$ cat src/rtl/core/swq_pkg.sv
// shared constants, codes and control structs of the sorted wait queue
// depends on nothing; every other file of the block refers to it by scoped names
package swq_pkg;

  localparam int DEPTH    = 16;
  localparam int CNT_W    = $clog2(DEPTH + 1);
  localparam int ID_W     = 16;
  localparam int KEY_W    = 16;
  localparam int STATUS_W = 2;
  localparam int OCC_W    = 5;

  // opcodes
  localparam logic OP_PUSH = 1'b0;
  localparam logic OP_POP  = 1'b1;

  // result status codes
  localparam logic [STATUS_W-1:0] ST_PUSHED = 2'd0;
  localparam logic [STATUS_W-1:0] ST_POPPED = 2'd1;
  localparam logic [STATUS_W-1:0] ST_EMPTY  = 2'd2;
  localparam logic [STATUS_W-1:0] ST_FULL   = 2'd3;

  // controller to datapath
  typedef struct packed {
    logic load;   // capture a result for the accepted beat
    logic op;     // opcode of the accepted beat
    logic push;   // insert the entry into the queue
    logic pop;    // remove the head entry
  } cmd_t;

  // datapath to controller
  typedef struct packed {
    logic full;
    logic empty;
  } flags_t;

endpackage

$ cat src/rtl/core/swq_req_if.sv
// request channel of the sorted wait queue: opcode, process id and key
// depends on swq_pkg
interface swq_req_if;
  logic                      valid;
  logic                      ready;
  logic                      opcode;
  logic [swq_pkg::ID_W-1:0]  proc_id;
  logic [swq_pkg::KEY_W-1:0] io_wait;

  modport source (output valid, opcode, proc_id, io_wait, input ready);
  modport sink   (input valid, opcode, proc_id, io_wait, output ready);
endinterface

$ cat src/rtl/core/swq_rsp_if.sv
// response channel of the sorted wait queue: status, popped entry, occupancy
// depends on swq_pkg
interface swq_rsp_if;
  logic                         valid;
  logic                         ready;
  logic [swq_pkg::STATUS_W-1:0] status;
  logic [swq_pkg::ID_W-1:0]     out_proc_id;
  logic [swq_pkg::KEY_W-1:0]    out_io_wait;
  logic [swq_pkg::OCC_W-1:0]    occupancy;

  modport source (output valid, status, out_proc_id, out_io_wait, occupancy, input ready);
  modport sink   (input valid, status, out_proc_id, out_io_wait, occupancy, output ready);
endinterface

$ cat src/rtl/core/swq_datapath.sv
// shift-register entry store, fill count and result register of the queue
// depends on swq_pkg; driven by swq_ctrl through cmd_t
module swq_datapath (
  input  logic                         clk_i,
  input  logic                         rst_ni,
  input  swq_pkg::cmd_t                cmd_i,
  input  logic [swq_pkg::ID_W-1:0]     id_i,
  input  logic [swq_pkg::KEY_W-1:0]    key_i,
  output swq_pkg::flags_t              flags_o,
  output logic [swq_pkg::STATUS_W-1:0] status_o,
  output logic [swq_pkg::ID_W-1:0]     id_o,
  output logic [swq_pkg::KEY_W-1:0]    key_o,
  output logic [swq_pkg::OCC_W-1:0]    occ_o
);

  logic [swq_pkg::ID_W-1:0]  ids_q  [swq_pkg::DEPTH];
  logic [swq_pkg::ID_W-1:0]  ids_d  [swq_pkg::DEPTH];
  logic [swq_pkg::KEY_W-1:0] keys_q [swq_pkg::DEPTH];
  logic [swq_pkg::KEY_W-1:0] keys_d [swq_pkg::DEPTH];
  logic [swq_pkg::ID_W-1:0]  up_id  [swq_pkg::DEPTH];
  logic [swq_pkg::KEY_W-1:0] up_key [swq_pkg::DEPTH];
  logic [swq_pkg::ID_W-1:0]  dn_id  [swq_pkg::DEPTH];
  logic [swq_pkg::KEY_W-1:0] dn_key [swq_pkg::DEPTH];
  logic [swq_pkg::DEPTH-1:0] le;
  logic [swq_pkg::DEPTH-1:0] le_prev;
  logic [swq_pkg::CNT_W-1:0] cnt_q, cnt_d;

  logic [swq_pkg::STATUS_W-1:0] status_q, status_d;
  logic [swq_pkg::ID_W-1:0]     res_id_q, res_id_d;
  logic [swq_pkg::KEY_W-1:0]    res_key_q, res_key_d;
  logic [swq_pkg::OCC_W-1:0]    occ_q;

  assign flags_o.full  = (cnt_q == swq_pkg::CNT_W'(swq_pkg::DEPTH));
  assign flags_o.empty = (cnt_q == '0);

  // per slot: held and key not above the new one (a prefix, since keys ascend)
  for (genvar g = 0; g < swq_pkg::DEPTH; g++) begin : g_slot
    localparam logic [swq_pkg::CNT_W-1:0] SlotIdx = swq_pkg::CNT_W'(g);
    assign le[g] = (SlotIdx < cnt_q) && (keys_q[g] <= key_i);
    if (g == 0) begin : g_first
      assign up_id[g]  = id_i;
      assign up_key[g] = key_i;
    end else begin : g_rest
      assign up_id[g]  = ids_q[g-1];
      assign up_key[g] = keys_q[g-1];
    end
    if (g == swq_pkg::DEPTH - 1) begin : g_last
      assign dn_id[g]  = ids_q[g];
      assign dn_key[g] = keys_q[g];
    end else begin : g_inner
      assign dn_id[g]  = ids_q[g+1];
      assign dn_key[g] = keys_q[g+1];
    end
  end

  assign le_prev = {le[swq_pkg::DEPTH-2:0], 1'b1};

  always_comb begin
    for (int i = 0; i < swq_pkg::DEPTH; i++) begin
      ids_d[i]  = ids_q[i];
      keys_d[i] = keys_q[i];
      if (cmd_i.push) begin
        if (!le[i]) begin
          if (le_prev[i]) begin
            ids_d[i]  = id_i;
            keys_d[i] = key_i;
          end else begin
            ids_d[i]  = up_id[i];
            keys_d[i] = up_key[i];
          end
        end
      end else if (cmd_i.pop) begin
        ids_d[i]  = dn_id[i];
        keys_d[i] = dn_key[i];
      end
    end
  end

  always_comb begin
    cnt_d = cnt_q;
    if (cmd_i.push) begin
      cnt_d = cnt_q + 1'b1;
    end else if (cmd_i.pop) begin
      cnt_d = cnt_q - 1'b1;
    end
  end

  always_comb begin
    res_id_d  = '0;
    res_key_d = '0;
    if (cmd_i.op == swq_pkg::OP_PUSH) begin
      status_d = flags_o.full ? swq_pkg::ST_FULL : swq_pkg::ST_PUSHED;
    end else if (flags_o.empty) begin
      status_d = swq_pkg::ST_EMPTY;
    end else begin
      status_d  = swq_pkg::ST_POPPED;
      res_id_d  = ids_q[0];
      res_key_d = keys_q[0];
    end
  end

  // entry store holds no reset, only slots below the count are ever read
  always_ff @(posedge clk_i) begin
    for (int i = 0; i < swq_pkg::DEPTH; i++) begin
      ids_q[i]  <= ids_d[i];
      keys_q[i] <= keys_d[i];
    end
  end

  always_ff @(posedge clk_i or negedge rst_ni) begin
    if (!rst_ni) begin
      cnt_q <= '0;
    end else begin
      cnt_q <= cnt_d;
    end
  end

  always_ff @(posedge clk_i) begin
    if (cmd_i.load) begin
      status_q  <= status_d;
      res_id_q  <= res_id_d;
      res_key_q <= res_key_d;
      occ_q     <= swq_pkg::OCC_W'(cnt_d);
    end
  end

  assign status_o = status_q;
  assign id_o     = res_id_q;
  assign key_o    = res_key_q;
  assign occ_o    = occ_q;

endmodule

$ cat src/rtl/core/swq_ctrl.sv
// handshake controller of the queue: result register state and datapath commands
// depends on swq_pkg; commands swq_datapath through cmd_t
module swq_ctrl (
  input  logic            clk_i,
  input  logic            rst_ni,
  input  logic            req_valid_i,
  input  logic            req_opcode_i,
  output logic            req_ready_o,
  output logic            rsp_valid_o,
  input  logic            rsp_ready_i,
  input  swq_pkg::flags_t flags_i,
  output swq_pkg::cmd_t   cmd_o
);

  localparam logic S_IDLE = 1'b0;  // result register empty
  localparam logic S_HOLD = 1'b1;  // result waiting on the response side

  logic state_q, state_d;
  logic accept;

  // a waiting result that leaves this cycle frees the register for the next beat
  assign req_ready_o = (state_q == S_IDLE) || rsp_ready_i;
  assign accept      = req_valid_i && req_ready_o;
  assign rsp_valid_o = (state_q == S_HOLD);

  always_comb begin
    state_d = state_q;
    case (state_q)
      S_IDLE: begin
        if (accept) state_d = S_HOLD;
      end
      S_HOLD: begin
        if (rsp_ready_i && !accept) state_d = S_IDLE;
      end
      default: state_d = S_IDLE;
    endcase
  end

  always_ff @(posedge clk_i or negedge rst_ni) begin
    if (!rst_ni) begin
      state_q <= S_IDLE;
    end else begin
      state_q <= state_d;
    end
  end

  assign cmd_o.load = accept;
  assign cmd_o.op   = req_opcode_i;
  assign cmd_o.push = accept && (req_opcode_i == swq_pkg::OP_PUSH) && !flags_i.full;
  assign cmd_o.pop  = accept && (req_opcode_i == swq_pkg::OP_POP) && !flags_i.empty;

endmodule

$ cat src/rtl/core/sorted_wait_queue.sv
// sorted wait queue: a registered response beat follows in the cycle after its request beat
// one beat per cycle unless stalled; an insert or a head removal is one shift of the slot row
// a request is taken while the previous response is being taken in the same cycle
// reset clears the fill count and the response valid, the slot row itself is not cleared
// depends on swq_pkg, swq_req_if, swq_rsp_if, swq_ctrl and swq_datapath
module sorted_wait_queue (
  input  logic      clk_i,
  input  logic      rst_ni,
  swq_req_if.sink   req_i,
  swq_rsp_if.source rsp_o
);

  swq_pkg::cmd_t   cmd;
  swq_pkg::flags_t flags;

  // controller: owns the handshakes and decides push or pop per beat
  swq_ctrl u_ctrl (
    .clk_i        (clk_i),
    .rst_ni       (rst_ni),
    .req_valid_i  (req_i.valid),
    .req_opcode_i (req_i.opcode),
    .req_ready_o  (req_i.ready),
    .rsp_valid_o  (rsp_o.valid),
    .rsp_ready_i  (rsp_o.ready),
    .flags_i      (flags),
    .cmd_o        (cmd)
  );

  // datapath: sorted slot row, head at slot zero, plus the response register
  swq_datapath u_dp (
    .clk_i    (clk_i),
    .rst_ni   (rst_ni),
    .cmd_i    (cmd),
    .id_i     (req_i.proc_id),
    .key_i    (req_i.io_wait),
    .flags_o  (flags),
    .status_o (rsp_o.status),
    .id_o     (rsp_o.out_proc_id),
    .key_o    (rsp_o.out_io_wait),
    .occ_o    (rsp_o.occupancy)
  );

endmodule

$ cat src/flat_wrapper.sv
// flat-port wrapper written by rule: the top's interface ports become plain ports
module sorted_wait_queue_flat 
  (clk_i, rst_ni, req_i_valid, req_i_opcode, req_i_proc_id, req_i_io_wait, req_i_ready, rsp_o_valid, rsp_o_status, rsp_o_out_proc_id, rsp_o_out_io_wait, rsp_o_occupancy, rsp_o_ready);
  swq_req_if req_i_i ();
  swq_rsp_if rsp_o_i ();
  input  logic clk_i;
  input  logic rst_ni;
  input wire logic [$bits(req_i_i.valid)-1:0] req_i_valid;
  input wire logic [$bits(req_i_i.opcode)-1:0] req_i_opcode;
  input wire logic [$bits(req_i_i.proc_id)-1:0] req_i_proc_id;
  input wire logic [$bits(req_i_i.io_wait)-1:0] req_i_io_wait;
  output wire logic [$bits(req_i_i.ready)-1:0] req_i_ready;
  output wire logic [$bits(rsp_o_i.valid)-1:0] rsp_o_valid;
  output wire logic [$bits(rsp_o_i.status)-1:0] rsp_o_status;
  output wire logic [$bits(rsp_o_i.out_proc_id)-1:0] rsp_o_out_proc_id;
  output wire logic [$bits(rsp_o_i.out_io_wait)-1:0] rsp_o_out_io_wait;
  output wire logic [$bits(rsp_o_i.occupancy)-1:0] rsp_o_occupancy;
  input wire logic [$bits(rsp_o_i.ready)-1:0] rsp_o_ready;
  assign req_i_i.valid = req_i_valid;
  assign req_i_i.opcode = req_i_opcode;
  assign req_i_i.proc_id = req_i_proc_id;
  assign req_i_i.io_wait = req_i_io_wait;
  assign req_i_ready = req_i_i.ready;
  assign rsp_o_valid = rsp_o_i.valid;
  assign rsp_o_status = rsp_o_i.status;
  assign rsp_o_out_proc_id = rsp_o_i.out_proc_id;
  assign rsp_o_out_io_wait = rsp_o_i.out_io_wait;
  assign rsp_o_occupancy = rsp_o_i.occupancy;
  assign rsp_o_i.ready = rsp_o_ready;
  sorted_wait_queue u_core (.clk_i(clk_i), .rst_ni(rst_ni), .req_i(req_i_i), .rsp_o(rsp_o_i));
endmodule
$ cat config.mk
export PLATFORM = sky130hd
export DESIGN_NAME = sorted_wait_queue_flat
export DESIGN_NICKNAME = d
export VERILOG_FILES = /design/src/rtl/core/swq_pkg.sv /design/src/rtl/core/swq_req_if.sv /design/src/rtl/core/swq_rsp_if.sv /design/src/rtl/core/swq_datapath.sv /design/src/rtl/core/swq_ctrl.sv /design/src/rtl/core/sorted_wait_queue.sv /design/src/flat_wrapper.sv
export SDC_FILE = /design/constraint.sdc
export NUM_CORES = 2
export LEC_CHECK = 0
export ABC_AREA = 1
export BUFFER_PORTS_ARGS = -buffer_cell sky130_fd_sc_hd__buf_2
export CORE_MARGIN = 2
export CORE_UTILIZATION = 55
export DETAILED_ROUTE_END_ITERATION = 10
export GPL_ROUTABILITY_DRIVEN = 0
export PLACE_DENSITY = 0.71
export SLEW_MARGIN = 20
export SYNTH_ARGS = -nofsm -noshare
export SYNTH_HDL_FRONTEND = slang
export SYNTH_SLANG_ARGS = --single-unit
$ cat constraint.sdc
create_clock -name clk_i -period 5.3 [get_ports clk_i]
set_input_delay 0.265 -clock clk_i [delete_from_list [all_inputs] [get_ports clk_i]]
set_output_delay 0.265 -clock clk_i [all_outputs]
set_load 0.02 [all_outputs]
==> results.sh <==
export IMPL_status="complete, no violations"
export IMPL_cp_top_family="buffers and inverters"
export IMPL_cpMostUsedCell="nand2_1"
export IMPL_setup_viol=0
export IMPL_p_switching_mw=5.525
export IMPL_r2r_slack_ns=1.30
export IMPL_cap_violations=0
export IMPL_fmax_mhz=250.0
export IMPL_postCtsSetupBuffers=0
export IMPL_hold_slack_ns=0.1159
export IMPL_nFillCells=5707
export IMPL_power_share_sequential_pct=42.0
export IMPL_start_util_pct=55.65
export IMPL_cts_tree="built"
export IMPL_combinationalPowerShare_pct=30.7
export IMPL_syn_area_um2=35170
export IMPL_path_cells="inv_1, ha_1, inv_1, nor3_2, nand2_1, nand2_1, inv_2, nand2_8, buf_12, buf_4, nand2_1, nand2_1"
export IMPL_power_density_nw_per_um2=403.1
export IMPL_final_min_clock_period_ns=3.999
export IMPL_postRouteAntennaNets=0
export IMPL_hp_class="in2reg"
export IMPL_clkPwrFrac_pct=27.4
export IMPL_synth_distinct_cells=29
export IMPL_rsz0062_at_grt="no"
export IMPL_dieWidth_um=256.9
export IMPL_max_slew_margin_pct=26.46
export IMPL_crit_buf_inv=5
export IMPL_drv_slew=0
export IMPL_clock_skew_ns=0.04528
export IMPL_io_pins=78
export IMPL_reg2reg_depth=12
export IMPL_antenna_found_initial=1
export IMPL_syn_nets=4911
export IMPL_rr_endpoint="u_core.u_dp.ids_q[1][88]"
export IMPL_via_count=27410
export IMPL_pre_cts_ws_ns=1.534
export IMPL_crit_arrival_ns=4.50
export IMPL_endpoint_kind="flop"
export IMPL_dpl_hpwl_mm=59.48
export IMPL_cts_made_buffers=60
export IMPL_diodes=0
export IMPL_port_buffers=77
export IMPL_slowest_delay_ns=0.94
export IMPL_clk_pin_slew_ns=0.06
export IMPL_h_tree_depth=2
export IMPL_cellLeakagePower_nw=21.65
export IMPL_ys_seq_area_share_pct=47.47
export IMPL_die_height_um=256.9
export IMPL_ctsRootBufferMaster="clkbuf_16"
export IMPL_area_delta_synth_final_pct=8.417
export IMPL_ctsHoldBuffers=20
export IMPL_yosysWarnings=0
export IMPL_layout_nets=4942
export IMPL_p_int_mw=9.844
export IMPL_num_rows=92
export IMPL_post_route_period_util_pct=75.46
export IMPL_grt_pass1_wl_mm=134.2
export IMPL_wl_per_cell_um=14.71
export IMPL_fin_util_pct=60.34
export IMPL_drtIter0Drc=2153
export IMPL_crit_required_ns=5.80
export IMPL_min_delay_start="req_i_opcode"
export IMPL_clk_path_buf_depth=3
export IMPL_crit_type="reg2reg"
export IMPL_min_to="u_core.u_dp.status_o[0]"
export IMPL_core_um2=63200
export IMPL_syn_avg_cell_area_um2=7.621
export IMPL_ir_worst_vdd_mv=0.2778
export IMPL_grt_pass1_vias=26278
export IMPL_netlist_instances=4615
export IMPL_via_per_inst=4.946
export IMPL_ctsResizeCount=0
export IMPL_drc=0
export IMPL_grt_util_all_layers_pct=24.62
export IMPL_cp_max_fo=235
export IMPL_cp_slowest_cell="buf_4"
export IMPL_drt_pass1_iter_count=6
export IMPL_clock_sinks=557
export IMPL_finalPower_mw=15.37
export IMPL_clock_latency_ns=0.65
export IMPL_drive_gt1_share_pct=5.664
export IMPL_worst_pin_slew_ns=1.103
export IMPL_sw_frac_of_total_pct=35.95
export IMPL_final_hold_violation_count=0
export IMPL_setup_ws_ns=1.301
export IMPL_die_area_um2=65990
export IMPL_critPathLaunchType="flop"
export IMPL_overflow=0
export IMPL_grt_max_degree=236
export IMPL_setup_tns_ns=0
export IMPL_synth_seq_cells=557
export IMPL_whs_path_depth=3
export IMPL_drt_total_wl_mm=81.54
export IMPL_worstReg2RegStart="u_core.u_dp.cnt_q[0]"
[cells by family after synthesis]
| family | share of synthesized area (%) |
|---|---|
| simple gates | 31.24 |
| compound gates | 2.928 |
| buf+inv | 9.072 |
| xor+xnor | 0.07472 |
| flops | 47.47 |
| fa+ha+maj | 9.214 |
[tightest hold or removal path: cells and delay by family]
family / cells / cell delay, ns
compound gates: 1 / 0.12
buf+inv: 2 / 0.19
[stage by stage]
stage / instance area, um2 / std cells
2_1_floorplan: 35170 / 4615
3_3_place_gp: 35970 / 5410
3_5_place_dp: 35970 / 5410
4_1_cts: 38130 / 5542
5_1_grt: 38130 / 5542
6_report: 38130 / 5542
[worst max-delay path by stage]
stage,slack [ns],depth (start not counted),to,start
6_report,1.30,12,u_core.u_dp.ids_q[1][88],u_core.u_dp.cnt_q[0]
5_1_grt,0.97,12,u_core.u_dp.ids_q[1][88],u_core.u_dp.cnt_q[0]
4_1_cts,1.50,12,u_core.u_dp.keys_q[1][58],u_core.u_dp.cnt_q[0]
3_5_place_dp,1.53,12,u_core.u_dp.ids_q[1][52],u_core.u_dp.cnt_q[0]
3_3_place_gp,1.63,13,u_core.u_dp.keys_q[1][36],req_i_io_wait[13]
2_1_floorplan,1.09,7,u_core.u_dp.ids_q[1][112],u_core.u_ctrl.rsp_valid_o
[flip-flops by register name (all words and copies together), names as in the netlist]
register and flops:
u_core.u_ctrl.rsp_valid_o 1, u_core.u_dp.cnt_q 5, u_core.u_dp.id_o 16, u_core.u_dp.ids_q 256, u_core.u_dp.key_o 16, u_core.u_dp.keys_q 256
u_core.u_dp.occ_o 5, u_core.u_dp.status_o 2
[power groups by stage]
stage               clock network, mW  logic [mW]  registers (mW)
floorplan                           0        3.48            6.44
global placement                    0        4.51            6.51
detailed placement                  0        4.63            6.53
CTS                              4.27        4.69            6.44
global route                     4.45        5.45            6.53
finish                           4.21        4.71            6.45
[synth_stat cells]
cell	count	area [um2]
nand2_1	2627	9861
edfxtp_1	551	16550
inv_1	548	2057
ha_1	259	3241
nor2_1	110	412.9
a21oi_1	101	505.5
o21ai_0	72	360.4
buf_2	68	340.3
clkbuf_1	53	198.9
nand3_1	48	240.2
buf_4	39	292.8
nand2_2	36	225.2
buf_6	25	281.5
nand4_1	21	131.4
nor3_1	18	90.09
a21o_1	15	112.6
dfrtp_1	6	150.1
inv_2	3	11.26
o21ai_1	3	15.01
xor2_1	3	26.28
a21boi_0	1	7.510
a31oi_1	1	6.260
inv_6	1	8.760
nand2_4	1	11.26
nor2_2	1	6.260
nor3_2	1	10.01
o21a_1	1	7.510
o21ai_2	1	8.760
o22ai_1	1	6.260
[layout make-up]
type / count / area [um2] / area share [%]
well taps: 846 / 1059 / 2.776
multi-input cells: 3321 / 15300 / 40.14
repair buffers: 154 / 1039 / 2.723
clock buffers: 75 / 1579 / 4.141
flip-flops and latches: 557 / 16700 / 43.79
clock inverters: 37 / 377.9 / 0.9909
inverters: 552 / 2077 / 5.447
[metal layers]
metal | part of all wire (%) | track usage [%] | routed length, um
met1 | 47 | 35.61 | 38430
met2 | 45 | 39.74 | 36650
met3 | 6.2 | 3.231 | 5075
met4 | 1.7 | 5.297 | 1383
met5 | 0 | 0 | 0
[cells in the final DEF, fill, tap and decap left out, types with 7 or more instances in the layout]
cell / n
a21o_1: 15
a21oi_1: 100
buf_2: 77
buf_4: 55
clkbuf_1: 14
clkbuf_16: 61
clkinv_1: 12
clkinv_2: 7
clkinvlp_4: 7
dlygate4sd3_1: 20
edfxtp_1: 551
ha_1: 259
inv_1: 547
nand2_1: 2627
nand2_2: 36
nand3_1: 48
nand4_1: 21
nor2_1: 110
nor3_1: 18
o21ai_0: 72
Power figures use the tool's default switching activity.
